==> src/rtl/ohm_pkg.sv <==
// Shared types and constants for the open-addressing key/value table.
// No dependencies; every other file imports this package.
`default_nettype none

package ohm_pkg;

    localparam int CAPACITY = 64;
    localparam int IDX_W    = $clog2(CAPACITY);
    localparam int TRY_W    = IDX_W + 1;
    localparam int COUNT_W  = $clog2(CAPACITY + 1);

    localparam int OP_W     = 2;
    localparam int KEY_W    = 64;
    localparam int HASH_W   = 32;
    localparam int VALUE_W  = 64;
    localparam int ENTRY_W  = 7;

    typedef enum logic [OP_W-1:0] {
        OP_PUT = 2'd0,
        OP_DEL = 2'd1,
        OP_GET = 2'd2
    } op_t;

    typedef enum logic [1:0] {
        ST_IDLE,
        ST_LOOK,
        ST_CMP
    } seq_state_t;

    typedef struct packed {
        logic             start;
        logic [IDX_W-1:0] home;
        logic             advance;
        logic [KEY_W-1:0] key;
    } probe_ctrl_t;

    typedef struct packed {
        logic [IDX_W-1:0] idx;
        logic             exhausted;
        logic             key_match;
    } probe_stat_t;

    typedef struct packed {
        logic               rd_en;
        logic               wr_key;
        logic               wr_value;
        logic               set_used;
        logic               clr_used;
        logic [KEY_W-1:0]   key;
        logic [VALUE_W-1:0] value;
    } store_cmd_t;

    typedef struct packed {
        logic               used;
        logic [KEY_W-1:0]   key_rd;
        logic [VALUE_W-1:0] value_rd;
        logic [COUNT_W-1:0] count;
    } store_stat_t;

endpackage

`default_nettype wire

==> src/rtl/ohm_probe.sv <==
// Shared probe unit: triangular slot address generator and key comparator.
// Depends on ohm_pkg.
`default_nettype none

module ohm_probe (
    input  wire                 clk,
    input  wire                 rst_n,
    input  ohm_pkg::probe_ctrl_t ctrl,
    input  wire [63:0]          key_rd,
    output ohm_pkg::probe_stat_t stat
);
    import ohm_pkg::*;

    logic [IDX_W-1:0] idx_reg,   idx_next;
    logic [TRY_W-1:0] tries_reg, tries_next;

    // offset(i+1) - offset(i) = i + 1, so one adder walks the sequence
    always_comb
    begin
        idx_next   = idx_reg;
        tries_next = tries_reg;
        if (ctrl.start)
        begin
            idx_next   = ctrl.home;
            tries_next = '0;
        end
        else if (ctrl.advance)
        begin
            idx_next   = idx_reg + tries_reg[IDX_W-1:0] + IDX_W'(1);
            tries_next = tries_reg + TRY_W'(1);
        end
    end

    always_ff @(posedge clk or negedge rst_n)
    begin
        if (!rst_n)
        begin
            idx_reg   <= '0;
            tries_reg <= '0;
        end
        else
        begin
            idx_reg   <= idx_next;
            tries_reg <= tries_next;
        end
    end

    assign stat.idx       = idx_reg;
    assign stat.exhausted = (tries_reg == TRY_W'(CAPACITY));
    assign stat.key_match = (key_rd == ctrl.key);

endmodule

`default_nettype wire

==> config.mk <==
export PLATFORM = sky130hd
export DESIGN_NAME = ohm_probe
export DESIGN_NICKNAME = d
export VERILOG_FILES = /design/src/rtl/ohm_pkg.sv /design/src/rtl/ohm_probe.sv
export SDC_FILE = /design/constraint.sdc
export NUM_CORES = 1
export LEC_CHECK = 0
export ABC_AREA = 1
export BUFFER_PORTS_ARGS = -buffer_cell sky130_fd_sc_hd__buf_2
export CORE_UTILIZATION = 44
export DETAILED_ROUTE_END_ITERATION = 8
export GPL_TIMING_DRIVEN = 0
export MAX_ROUTING_LAYER = met4
export PLACE_DENSITY = 0.95
export SKIP_LAST_GASP = 1
export SLEW_MARGIN = 20
export SYNTH_ARGS = -nofsm -noshare
export SYNTH_HDL_FRONTEND = slang
export SYNTH_SLANG_ARGS = --single-unit
==> constraint.sdc <==
create_clock -name clk -period 2.4 [get_ports clk]
set_input_delay 0.12 -clock clk [delete_from_list [all_inputs] [get_ports clk]]
set_output_delay 0.12 -clock clk [all_outputs]
set_load 0.005 [all_outputs]
==> flow_summary.toml <==
[status]
outcome = "finished clean"

[pwr]
peakVddDrop_uv = 338
power_density_nw_per_um2 = 306
leakage_nw = 1.63

[place]
io_buffers = 144
placed_cells = 510
hpwl_um = 4460
place_area_um2 = 2640
dpl_worst_slack_ns = 0.661
gp_congestion = 0.839

[synth]
synth_top_cell_by_area = "nand2_1"
yosys.cell_count.top_type = "nand2_1"
synth_common_cells = "nand2_1, inv_1, xnor2_1, nor2_1, dfrtp_1"
async_reset_ff_share_pct = 100
avgSynthCellArea_um2 = 5.89
syn_nets = 462
synth_top_area_share_pct = 26.4
ys_types = 25
ys.flop_type = "dfrtp_1"
ys_ff_latch = 13
synth_edf_count = 0
ys_seq_area_share_pct = 17.5
synth.area.top_cells = "nand2_1, xnor2_1, dfrtp_1"
syn_area_um2 = 1860
yosysWarnings = 0
syn_inst = 316

[cts]
post-cts-setup-buffer-count = 0
cts_inserted_buffers = 3
cts_tree = "yes"
clk_latency_ns = 0.24
post_cts_resized = 0
cts_root_buffer = "clkbuf_8"
cts_htree_levels = 1
clock-sinks = 13
clk_path_buf_depth = 2
hold_buffers = 1
path_clk_slew_ns = 0.06

[global_route]
grt_pass1_wl_um = 8140
first_global_vias = 2294
grt_max_degree = 14
antenna_found_initial = 0
grt_overflow_total = 0
grtUsageTotal_pct = 23.7

[worst_setup_path]
cp-start-kind = "register"
cp_slowest_stage_delay_ns = 0.42
cp.required_ns = 2.52
worst-r2r-setup-slack_ns = 0.62
worstPathCellList = "inv_1 > ha_1 > fa_1 > inv_1 > nand2_1 > nand2_1 > a21oi_1 > xor2_1 > o21ai_1"
worstSetupPathType = "register to register"
end_kind = "register"
slowest_stage = "dfrtp_1"
worst_ep_arrival_time_ns = 1.90
cp_max_fo = 4

[detailed_routing]
via_per_inst = 4.57
ant_nets = 0
totalWireLength_um = 5010
routedWlPerCell_um = 9.74
drt-initial-drc-count = 43
drc = 0
dr.pass1.iters = 4
vias = 2353

[timing]
slew_headroom_pct = 79.5
slew_viol_final = 0
tightest_slew_ns = 0.307
fmax_mhz = 561
period_minus_slack_ns = 1.78
fin_worst_skew_ns = 0.00198
fin_crit_sh_pct = 74.2
tns_ns = 0
worst_slack_ns = 0.619
rsz0062_at_grt = "false"
finalHoldViolations = 0
setup_violations = 0

[cells_and_area]
nets = 612
largest_register_ffs = 7
layout-drive-gt1-share_pct = 33.8
fin_area_um2 = 2700
syn2layout_area_growth_pct = 45.1
fillers = 352
antennaDiodeCount = 0
final_cells = 515

[floorplan]
rows = 23
die_y_um = 67.0
die_area_um2 = 4490
start_util_pct = 46.2
die_x_um = 67.0
pin_count = 146
core-area_um2 = 4030

[worst_hold_path]
hp-class = "primary input to register"

[flow_run]
maxCapViolCount = 0
[final timing paths]
path,start,endpoint,cells past startpoint
max,tries_reg[0]$_DFFE_PN0P_,idx_reg[4]$_DFFE_PN0P_,9
min,ctrl[65],idx_reg[0]$_DFFE_PN0P_,3
max reg2reg,tries_reg[0]$_DFFE_PN0P_,idx_reg[4]$_DFFE_PN0P_,9
min reg2reg,idx_reg[3]$_DFFE_PN0P_,idx_reg[3]$_DFFE_PN0P_,2
max in group asynchronous,rst_n,tries_reg[5]$_DFFE_PN0P_,2
min in group asynchronous,rst_n,tries_reg[4]$_DFFE_PN0P_,2
[layout make-up]
| class | count | area, µm² | area share [%] |
|---|---|---|---|
| well taps | 50 | 62.6 | 2.32 |
| clock buffers | 4 | 45.0 | 1.67 |
| inverters | 61 | 229 | 8.48 |
| multi-input cells | 241 | 1290 | 48.0 |
| plain buffers | 1 | 11.3 | 0.417 |
| flip-flops and latches | 13 | 325 | 12.1 |
| repair buffers | 145 | 731 | 27.1 |
[worst max-delay path, delay by kind of cell, from the launching register on]
kind	cells	cell delay, ns
XOR/XNOR	1	0.15
AND/OR/NAND/NOR	2	0.14
adder cells (fa/ha/maj)	2	0.61
buffers and inverters	2	0.20
AO/OA/AOI/OAI	2	0.14
flip-flops	1	0.42
[cell usage in the layout (no fill, tap or decap), types with 4 or more instances in the layout]
master,instances
ha_1,7
inv_1,56
nand2_1,131
nor2_1,25
o21ai_1,8
buf_2,144
xnor2_1,42
dfrtp_1,13
inv_2,4
a21oi_1,7
[kinds of logic after synthesis]
logic type	after synthesis	synth area share, %
AO/OA/AOI/OAI	22	6.79
XOR/XNOR	43	20.2
AND/OR/NAND/NOR	168	36.8
adder cells (fa/ha/maj)	8	5.78
flip-flops	13	17.5
buffers and inverters	62	12.9
[routing by layer]
layer	wire length [µm]	share of wire (%)	track usage [%]
met1	1720	34	19.5
met2	2710	54	49.6
met3	498	9.9	5.14
met4	81	1.6	8.24
met5	0	0	-
[report_power, final]
| group | total (W) | internal [W] | switching [W] |
|---|---|---|---|
| Sequential | 0.000251 | 0.000236 | 0.0000153 |
| Clock | 0.000198 | 0.000117 | 0.0000806 |
| Combinational | 0.000377 | 0.000200 | 0.000177 |
| Total | 0.000826 | 0.000553 | 0.000273 |
[through the flow]
step	hold slack (ns)	utilization, %	total power (W)
after floorplan	-0.176	-	0.000451
after global placement	0.0224	65.6	0.000614
after detailed placement	0.0269	65.6	0.000631
after CTS	0.0853	67.0	0.000833
after global routing	0.0876	67.0	0.000901
final	0.0846	67.0	0.000826
Note: power is estimated with default switching activity, not from simulation.
