==> src/rtl/ohm_pkg.sv <==
// Shared types and constants for the open-addressing key/value table.
// No dependencies; every other file imports this package.
`default_nettype none

package ohm_pkg;

    localparam int CAPACITY = 64;
    localparam int IDX_W    = $clog2(CAPACITY);
    localparam int TRY_W    = IDX_W + 1;
    localparam int COUNT_W  = $clog2(CAPACITY + 1);

    localparam int OP_W     = 2;
    localparam int KEY_W    = 64;
    localparam int HASH_W   = 32;
    localparam int VALUE_W  = 64;
    localparam int ENTRY_W  = 7;

    typedef enum logic [OP_W-1:0] {
        OP_PUT = 2'd0,
        OP_DEL = 2'd1,
        OP_GET = 2'd2
    } op_t;

    typedef enum logic [1:0] {
        ST_IDLE,
        ST_LOOK,
        ST_CMP
    } seq_state_t;

    typedef struct packed {
        logic             start;
        logic [IDX_W-1:0] home;
        logic             advance;
        logic [KEY_W-1:0] key;
    } probe_ctrl_t;

    typedef struct packed {
        logic [IDX_W-1:0] idx;
        logic             exhausted;
        logic             key_match;
    } probe_stat_t;

    typedef struct packed {
        logic               rd_en;
        logic               wr_key;
        logic               wr_value;
        logic               set_used;
        logic               clr_used;
        logic [KEY_W-1:0]   key;
        logic [VALUE_W-1:0] value;
    } store_cmd_t;

    typedef struct packed {
        logic               used;
        logic [KEY_W-1:0]   key_rd;
        logic [VALUE_W-1:0] value_rd;
        logic [COUNT_W-1:0] count;
    } store_stat_t;

endpackage

`default_nettype wire

==> src/rtl/ohm_req_if.sv <==
// Request channel: one table operation per item.
// Depends on ohm_pkg for field widths.
`default_nettype none

interface ohm_req_if;
    import ohm_pkg::*;

    logic               valid;
    logic               ready;
    logic [OP_W-1:0]    op;
    logic [KEY_W-1:0]   key;
    logic [HASH_W-1:0]  key_hash;
    logic [VALUE_W-1:0] value;

    modport source (output valid, op, key, key_hash, value, input ready);
    modport sink   (input valid, op, key, key_hash, value, output ready);
endinterface

`default_nettype wire

==> src/rtl/ohm_rsp_if.sv <==
// Response channel: one result item per request.
// Depends on ohm_pkg for field widths.
`default_nettype none

interface ohm_rsp_if;
    import ohm_pkg::*;

    logic               valid;
    logic               ready;
    logic               status;
    logic               found;
    logic [VALUE_W-1:0] read_value;
    logic [ENTRY_W-1:0] entry_count;

    modport source (output valid, status, found, read_value, entry_count, input ready);
    modport sink   (input valid, status, found, read_value, entry_count, output ready);
endinterface

`default_nettype wire

==> src/rtl/ohm_seq.sv <==
// Sequencer: takes an item, steps the probe unit, updates the store, and
// holds the result in an output register. Depends on ohm_pkg and the channel interfaces.
`default_nettype none

module ohm_seq (
    input  wire                  clk,
    input  wire                  rst_n,
    ohm_req_if.sink              req,
    ohm_rsp_if.source            rsp,
    input  ohm_pkg::probe_stat_t probe_stat,
    output ohm_pkg::probe_ctrl_t probe_ctrl,
    input  ohm_pkg::store_stat_t store_stat,
    output ohm_pkg::store_cmd_t  store_cmd
);
    import ohm_pkg::*;

    seq_state_t state_reg, state_next;

    op_t                op_reg;
    logic [KEY_W-1:0]   key_reg;
    logic [VALUE_W-1:0] value_reg;

    logic               rsp_valid_reg, rsp_valid_next;
    logic               status_reg;
    logic               found_reg;
    logic [VALUE_W-1:0] read_value_reg;
    logic [ENTRY_W-1:0] entry_count_reg;

    logic               accept;
    logic               out_free;
    logic               done;
    logic               load;
    logic               res_status;
    logic               res_found;
    logic [VALUE_W-1:0] res_value;
    logic [COUNT_W-1:0] res_count;

    assign accept   = req.valid && req.ready;
    assign out_free = !rsp_valid_reg || rsp.ready;
    assign load     = done && out_free;

    always_comb
    begin
        state_next = state_reg;
        case (state_reg)
            ST_IDLE:
            begin
                if (accept)
                begin
                    state_next = ST_LOOK;
                end
            end
            ST_LOOK:
            begin
                if (load)
                begin
                    state_next = ST_IDLE;
                end
                else if (!done)
                begin
                    state_next = ST_CMP;
                end
            end
            ST_CMP:
            begin
                if (load)
                begin
                    state_next = ST_IDLE;
                end
                else if (!done)
                begin
                    state_next = ST_LOOK;
                end
            end
            default:
            begin
                state_next = ST_IDLE;
            end
        endcase
    end

    // Side effects on the store only fire together with loading the result
    always_comb
    begin
        done       = 1'b0;
        res_status = 1'b0;
        res_found  = 1'b0;
        res_value  = '0;
        res_count  = store_stat.count;

        req.ready  = 1'b0;

        probe_ctrl.start   = 1'b0;
        probe_ctrl.home    = req.key_hash[IDX_W-1:0];
        probe_ctrl.advance = 1'b0;
        probe_ctrl.key     = key_reg;

        store_cmd.rd_en    = 1'b0;
        store_cmd.wr_key   = 1'b0;
        store_cmd.wr_value = 1'b0;
        store_cmd.set_used = 1'b0;
        store_cmd.clr_used = 1'b0;
        store_cmd.key      = key_reg;
        store_cmd.value    = value_reg;

        case (state_reg)
            ST_IDLE:
            begin
                req.ready        = 1'b1;
                probe_ctrl.start = req.valid;
            end
            ST_LOOK:
            begin
                if (!(op_reg inside {OP_PUT, OP_DEL, OP_GET}))
                begin
                    done = 1'b1;
                end
                else if (probe_stat.exhausted)
                begin
                    done       = 1'b1;
                    res_status = 1'b1;
                end
                else if (!store_stat.used)
                begin
                    done = 1'b1;
                    if (op_reg == OP_PUT)
                    begin
                        store_cmd.wr_key   = out_free;
                        store_cmd.wr_value = out_free;
                        store_cmd.set_used = out_free;
                        res_count          = store_stat.count + COUNT_W'(1);
                    end
                end
                else
                begin
                    store_cmd.rd_en = 1'b1;
                end
            end
            ST_CMP:
            begin
                if (probe_stat.key_match)
                begin
                    done      = 1'b1;
                    res_found = 1'b1;
                    case (op_reg)
                        OP_PUT:
                        begin
                            store_cmd.wr_value = out_free;
                        end
                        OP_DEL:
                        begin
                            store_cmd.clr_used = out_free;
                            res_count          = store_stat.count - COUNT_W'(1);
                        end
                        default:
                        begin
                            res_value = store_stat.value_rd;
                        end
                    endcase
                end
                else
                begin
                    probe_ctrl.advance = 1'b1;
                end
            end
            default:
            begin
                done = 1'b0;
            end
        endcase
    end

    always_comb
    begin
        rsp_valid_next = rsp_valid_reg;
        if (load)
        begin
            rsp_valid_next = 1'b1;
        end
        else if (rsp.ready)
        begin
            rsp_valid_next = 1'b0;
        end
    end

    always_ff @(posedge clk or negedge rst_n)
    begin
        if (!rst_n)
        begin
            state_reg     <= ST_IDLE;
            rsp_valid_reg <= 1'b0;
        end
        else
        begin
            state_reg     <= state_next;
            rsp_valid_reg <= rsp_valid_next;
        end
    end

    always_ff @(posedge clk)
    begin
        if (accept)
        begin
            op_reg    <= op_t'(req.op);
            key_reg   <= req.key;
            value_reg <= req.value;
        end
        if (load)
        begin
            status_reg      <= res_status;
            found_reg       <= res_found;
            read_value_reg  <= res_value;
            entry_count_reg <= ENTRY_W'(res_count);
        end
    end

    assign rsp.valid       = rsp_valid_reg;
    assign rsp.status      = status_reg;
    assign rsp.found       = found_reg;
    assign rsp.read_value  = read_value_reg;
    assign rsp.entry_count = entry_count_reg;

endmodule

`default_nettype wire

==> src/flat_wrapper.sv <==
// flat-port wrapper written by rule: the top's interface ports become plain ports
module ohm_seq_flat import ohm_pkg::*;
  (clk, rst_n, probe_stat, probe_ctrl, store_stat, store_cmd, req_valid, req_op, req_key, req_key_hash, req_value, req_ready, rsp_valid, rsp_status, rsp_found, rsp_read_value, rsp_entry_count, rsp_ready);
  ohm_req_if req_i ();
  ohm_rsp_if rsp_i ();
  input  wire clk;
  input  wire rst_n;
  input  ohm_pkg::probe_stat_t probe_stat;
  output ohm_pkg::probe_ctrl_t probe_ctrl;
  input  ohm_pkg::store_stat_t store_stat;
  output ohm_pkg::store_cmd_t store_cmd;
  input wire logic [$bits(req_i.valid)-1:0] req_valid;
  input wire logic [$bits(req_i.op)-1:0] req_op;
  input wire logic [$bits(req_i.key)-1:0] req_key;
  input wire logic [$bits(req_i.key_hash)-1:0] req_key_hash;
  input wire logic [$bits(req_i.value)-1:0] req_value;
  output wire logic [$bits(req_i.ready)-1:0] req_ready;
  output wire logic [$bits(rsp_i.valid)-1:0] rsp_valid;
  output wire logic [$bits(rsp_i.status)-1:0] rsp_status;
  output wire logic [$bits(rsp_i.found)-1:0] rsp_found;
  output wire logic [$bits(rsp_i.read_value)-1:0] rsp_read_value;
  output wire logic [$bits(rsp_i.entry_count)-1:0] rsp_entry_count;
  input wire logic [$bits(rsp_i.ready)-1:0] rsp_ready;
  assign req_i.valid = req_valid;
  assign req_i.op = req_op;
  assign req_i.key = req_key;
  assign req_i.key_hash = req_key_hash;
  assign req_i.value = req_value;
  assign req_ready = req_i.ready;
  assign rsp_valid = rsp_i.valid;
  assign rsp_status = rsp_i.status;
  assign rsp_found = rsp_i.found;
  assign rsp_read_value = rsp_i.read_value;
  assign rsp_entry_count = rsp_i.entry_count;
  assign rsp_i.ready = rsp_ready;
  ohm_seq u_core (.clk(clk), .rst_n(rst_n), .req(req_i), .rsp(rsp_i), .probe_stat(probe_stat), .probe_ctrl(probe_ctrl), .store_stat(store_stat), .store_cmd(store_cmd));
endmodule
==> config.mk <==
export PLATFORM = sky130hd
export DESIGN_NAME = ohm_seq_flat
export DESIGN_NICKNAME = d
export VERILOG_FILES = /design/src/rtl/ohm_pkg.sv /design/src/rtl/ohm_req_if.sv /design/src/rtl/ohm_rsp_if.sv /design/src/rtl/ohm_seq.sv /design/src/flat_wrapper.sv
export SDC_FILE = /design/constraint.sdc
export NUM_CORES = 1
export LEC_CHECK = 0
export ABC_AREA = 1
export BUFFER_PORTS_ARGS = -buffer_cell sky130_fd_sc_hd__buf_4
export CELL_PAD_IN_SITES_DETAIL_PLACEMENT = 1
export CELL_PAD_IN_SITES_GLOBAL_PLACEMENT = 2
export CORE_AREA = 3 3 226 228
export DETAILED_ROUTE_END_ITERATION = 10
export DIE_AREA = 0 0 229 231
export PLACE_DENSITY_LB_ADDON = 0.1
export SETUP_SLACK_MARGIN = 0.02
export SYNTH_ARGS = -nofsm -noshare
export SYNTH_HDL_FRONTEND = slang
export SYNTH_SLANG_ARGS = --single-unit
==> constraint.sdc <==
create_clock -name clk -period 5.43 [get_ports clk]
set_input_delay 0.8145 -clock clk [delete_from_list [all_inputs] [get_ports clk]]
set_output_delay 0.8145 -clock clk [all_outputs]
set_load 0.02 [all_outputs]
==> impl_metrics.csv <==
group,metric,value,unit
setup_path,r2r_cells,7,
floorplanning,io-pin-count,590,
global_routing,gr-total-overflow,0,
setup_path,ff2ff_setup_slack,2650,ps
timing,finalHoldViolations,0,
timing,finalMaxSlewViolations,0,
synth,ys_top_cells_by_area,"edfxtp_1 77%, buf_4 7.0%, inv_1 4.2%",
floorplanning,start_util,0.1612,
clocking,path_clk_slew,60,ps
timing,rsz0062_at_grt,"no",
power,p_total,6.239,mW
finish,final_util,0.2570,
power,share_seq_of_total_power,0.394,
power,p_int,4.036,mW
power,p_per_area,495.0,nW/um2
synth,synth_cell_type_count,25,
timing,hold_slack,428.1,ps
floorplanning,die-width,229,um
timing,skew,12.81,ps
route,vias_per_cell,3.390,
timing,setup_viol,0,
clocking,cts_tree,"done",
route,drtAntennaViolNets,0,
finish,instances_no_fill,1666,
synth,synth-edff-count,203,
route,totalWireLength,32340,um
synth,syn_area_per_cell,14.43,um2
synth,yosysWarnings,0,
timing,slew_headroom,0.4072,
route,first_pass_iters,4,
clocking,htreeDepth,1,
setup_path,max_stage_delay,420,ps
finish,multi_input_area,799.5,um2
route,vias,5647,
synth,netlist_area,7905,um2
setup_path,setup.worst_path.end_class,"output pin",
global_routing,grt_pass1_wl,44330,um
clocking,cts_sinks,206,
setup_path,path_max_fanout,9,
setup_path,cp_num_cells,7,
setup_path,rr_endpoint,"u_core.rsp.read_value[41]",
synth,synth_ff_type,"edfxtp_1",
clocking,cts_buffers,27,
global_routing,grt_pass1_vias,5874,
status,status,"finished, final reports clean",
finish,num-fill-cells,5507,
timing,worst_pin_slew,889.3,ps
finish,ff_latch_area,6171,um2
power,power_switching,2.203,mW
setup_path,cp-startpoint,"u_core.state_reg[0]",
timing,fmax,311.5,MHz
clocking,clock_insertion_delay_worst_skew,560,ps
finish,drive_gt1_frac,0.5280,
min_path,worst_hold_path_type,"in -> reg",
setup_path,crit_end,"store_cmd[130]",
synth,synth_seq_cells,206,
timing,fin_tns_setup,0,ps
clocking,cts_root_buffer,"clkbuf_16",
power,p_sw_frac,0.3531,
floorplanning,core,49050,um2
floorplanning,die_area,52900,um2
power,clock_power_share,0.267,
setup_path,cp_top_family,"buffers and inverters",
placed_design,dp_cells,1614,
global_routing,grt_max_degree,106,
placed_design,portBuffers,481,
power,leakagePower,5.469,nW
route,drcViolationCount,0,
setup_path,crit_arrival,2400,ps
setup_path,cp_slowest_cell,"dfrtp_1",
synth,postSynthCellCount,548,
synth,synthArstFlopShare,0.01456,
power,irDropWorstVdd,0.0002276,V
setup_path,start_kind,"flip-flop",
synth,synth_top_area_share,0.7711,
global_routing,antenna_found_initial,8,
synth,syn_nets,864,
setup_path,r2r-start,"u_core.state_reg[0]",
floorplanning,rows,81,
finish,nNetsFinal,1296,
setup_path,path_cells,"inv_1 > ha_1 > nand2_1 > inv_1 > nand2_1 > a211oi_1 > buf_4",
synth,synth_top_cell_by_area,"edfxtp_1",
placed_design,hpwl,25350,um
timing,fin_crit_sh,0.5912,
setup_path,critPathRequiredTime,4620,ps
route,drt_iter0_markers,173,
floorplanning,die_y,231,um
global_routing,grtUsageTotal,0.1155,
timing,min_period,3210,ps
setup_path,crit_buf_inv,3,
setup_path,worstSetupPathType,"reg -> out",
finish,syn_to_final_growth,59.46,%
clocking,cts_resized,0,
placed_design,finalWeightedCongestion,0.7454,
route,avgRoutedWirePerCell,19.41,um
power,pwr-share-comb,0.339,
synth,yosysSeqAreaShare,0.7806,
job,drv_cap,0,
clocking,clk_path_buf_depth,3,
==> power groups by stage <==
stage / combinational (mW) / sequential (mW) / clock (mW)
final: 2.12 / 2.46 / 1.67
after global routing: 2.28 / 2.50 / 1.83
after CTS: 2.21 / 2.47 / 1.77
after detailed placement: 2.20 / 2.49 / 0
after global placement: 2.22 / 2.48 / 0
after floorplan: 0.628 / 3.02 / 0
==> metrics by stage <==
step / area (um2) / setup slack [ps]
after floorplan: 7905 / 751.0
after global placement: 11780 / 2455
after detailed placement: 11780 / 2447
after CTS: 12600 / 2108
after global routing: 12600 / 1968
final: 12610 / 2220
==> cells in the final DEF (no fill, tap or decap) <==
cell type / count
nor2_1: 76
inv_1: 86
inv_16: 1
edfxtp_1: 203
clkbuf_1: 11
o31ai_1: 1
o211ai_1: 1
clkinv_1: 4
clkinv_2: 6
nand3_2: 1
a21oi_1: 3
nor2_2: 3
nand4_1: 6
inv_6: 1
nand2_1: 46
a211oi_1: 1
dfrtp_1: 3
diode_2: 2
o221ai_1: 2
nand2_2: 2
buf_4: 483
o21ai_0: 1
buf_12: 1
nand3_1: 18
clkbuf_16: 27
xor2_1: 1
nor3_2: 1
dlygate4sd3_1: 1
a31oi_1: 1
or2_2: 1
ha_1: 6
o22ai_1: 1
bufinv_16: 1
==> final cells by class <==
type / instances / share of cell area
flip-flops and latches: 206 / 0.4895
multi-input cells: 172 / 0.06342
repair buffers: 485 / 0.2900
diodes: 2 / 0.0003970
well taps: 664 / 0.06591
inverters: 88 / 0.02670
clock buffers: 38 / 0.05687
clock inverters: 11 / 0.007146
==> layer usage <==
| metal | global-route usage | wire (um) |
|---|---|---|
| met1 | 0.1176 | 11130 |
| met2 | 0.2024 | 16270 |
| met5 | 0 | 75 |
| met3 | 0.06663 | 4070 |
| met4 | 0.03176 | 798 |
==> cell usage after synthesis (2+ instances only) <==
library cell,count
nand2_2,2
nor2_1,76
inv_1,88
ha_1,6
nand3_1,18
nor2_2,3
buf_2,7
o221ai_1,2
a21oi_1,3
dfrtp_1,3
nand2_1,46
edfxtp_1,203
buf_4,74
nand4_1,6
==> what timing repair did <==
action | 4_1_cts | 5_1_grt
hold buffers | 1 | 0
hold endpoints to repair | 3 | 0
setup buffers | 0 | 0
==> worst min-delay path by stage <==
| stage | start | to | slack, ps | cells past startpoint |
|---|---|---|---|---|
| global placement | u_core.state_reg[1] | u_core.state_reg[1] | 550 | 2 |
| global route | req_key[21] | u_core.key_reg[21] | 380 | 1 |
| detailed placement | u_core.state_reg[1] | u_core.state_reg[1] | 550 | 2 |
| finish | req_key[5] | u_core.key_reg[5] | 430 | 1 |
| CTS | req_key[5] | u_core.key_reg[5] | 370 | 1 |
| floorplan | u_core.state_reg[1] | u_core.state_reg[1] | 500 | 2 |
==> logic make-up (layout without fill, tap and decap cells) <==
kind of cell             Yosys count  after routing  synth area share
AO/OA/AOI/OAI                     11             11          0.009181
XOR/XNOR                           1              1          0.001108
adder cells (fa/ha/maj)            6              6          0.009496
buffers and inverters            170            622            0.1182
flip-flops                       206            206            0.7806
other                              0              2                 0
AND/OR/NAND/NOR                  154            154           0.08136
(Power assumes the default switching activity.)
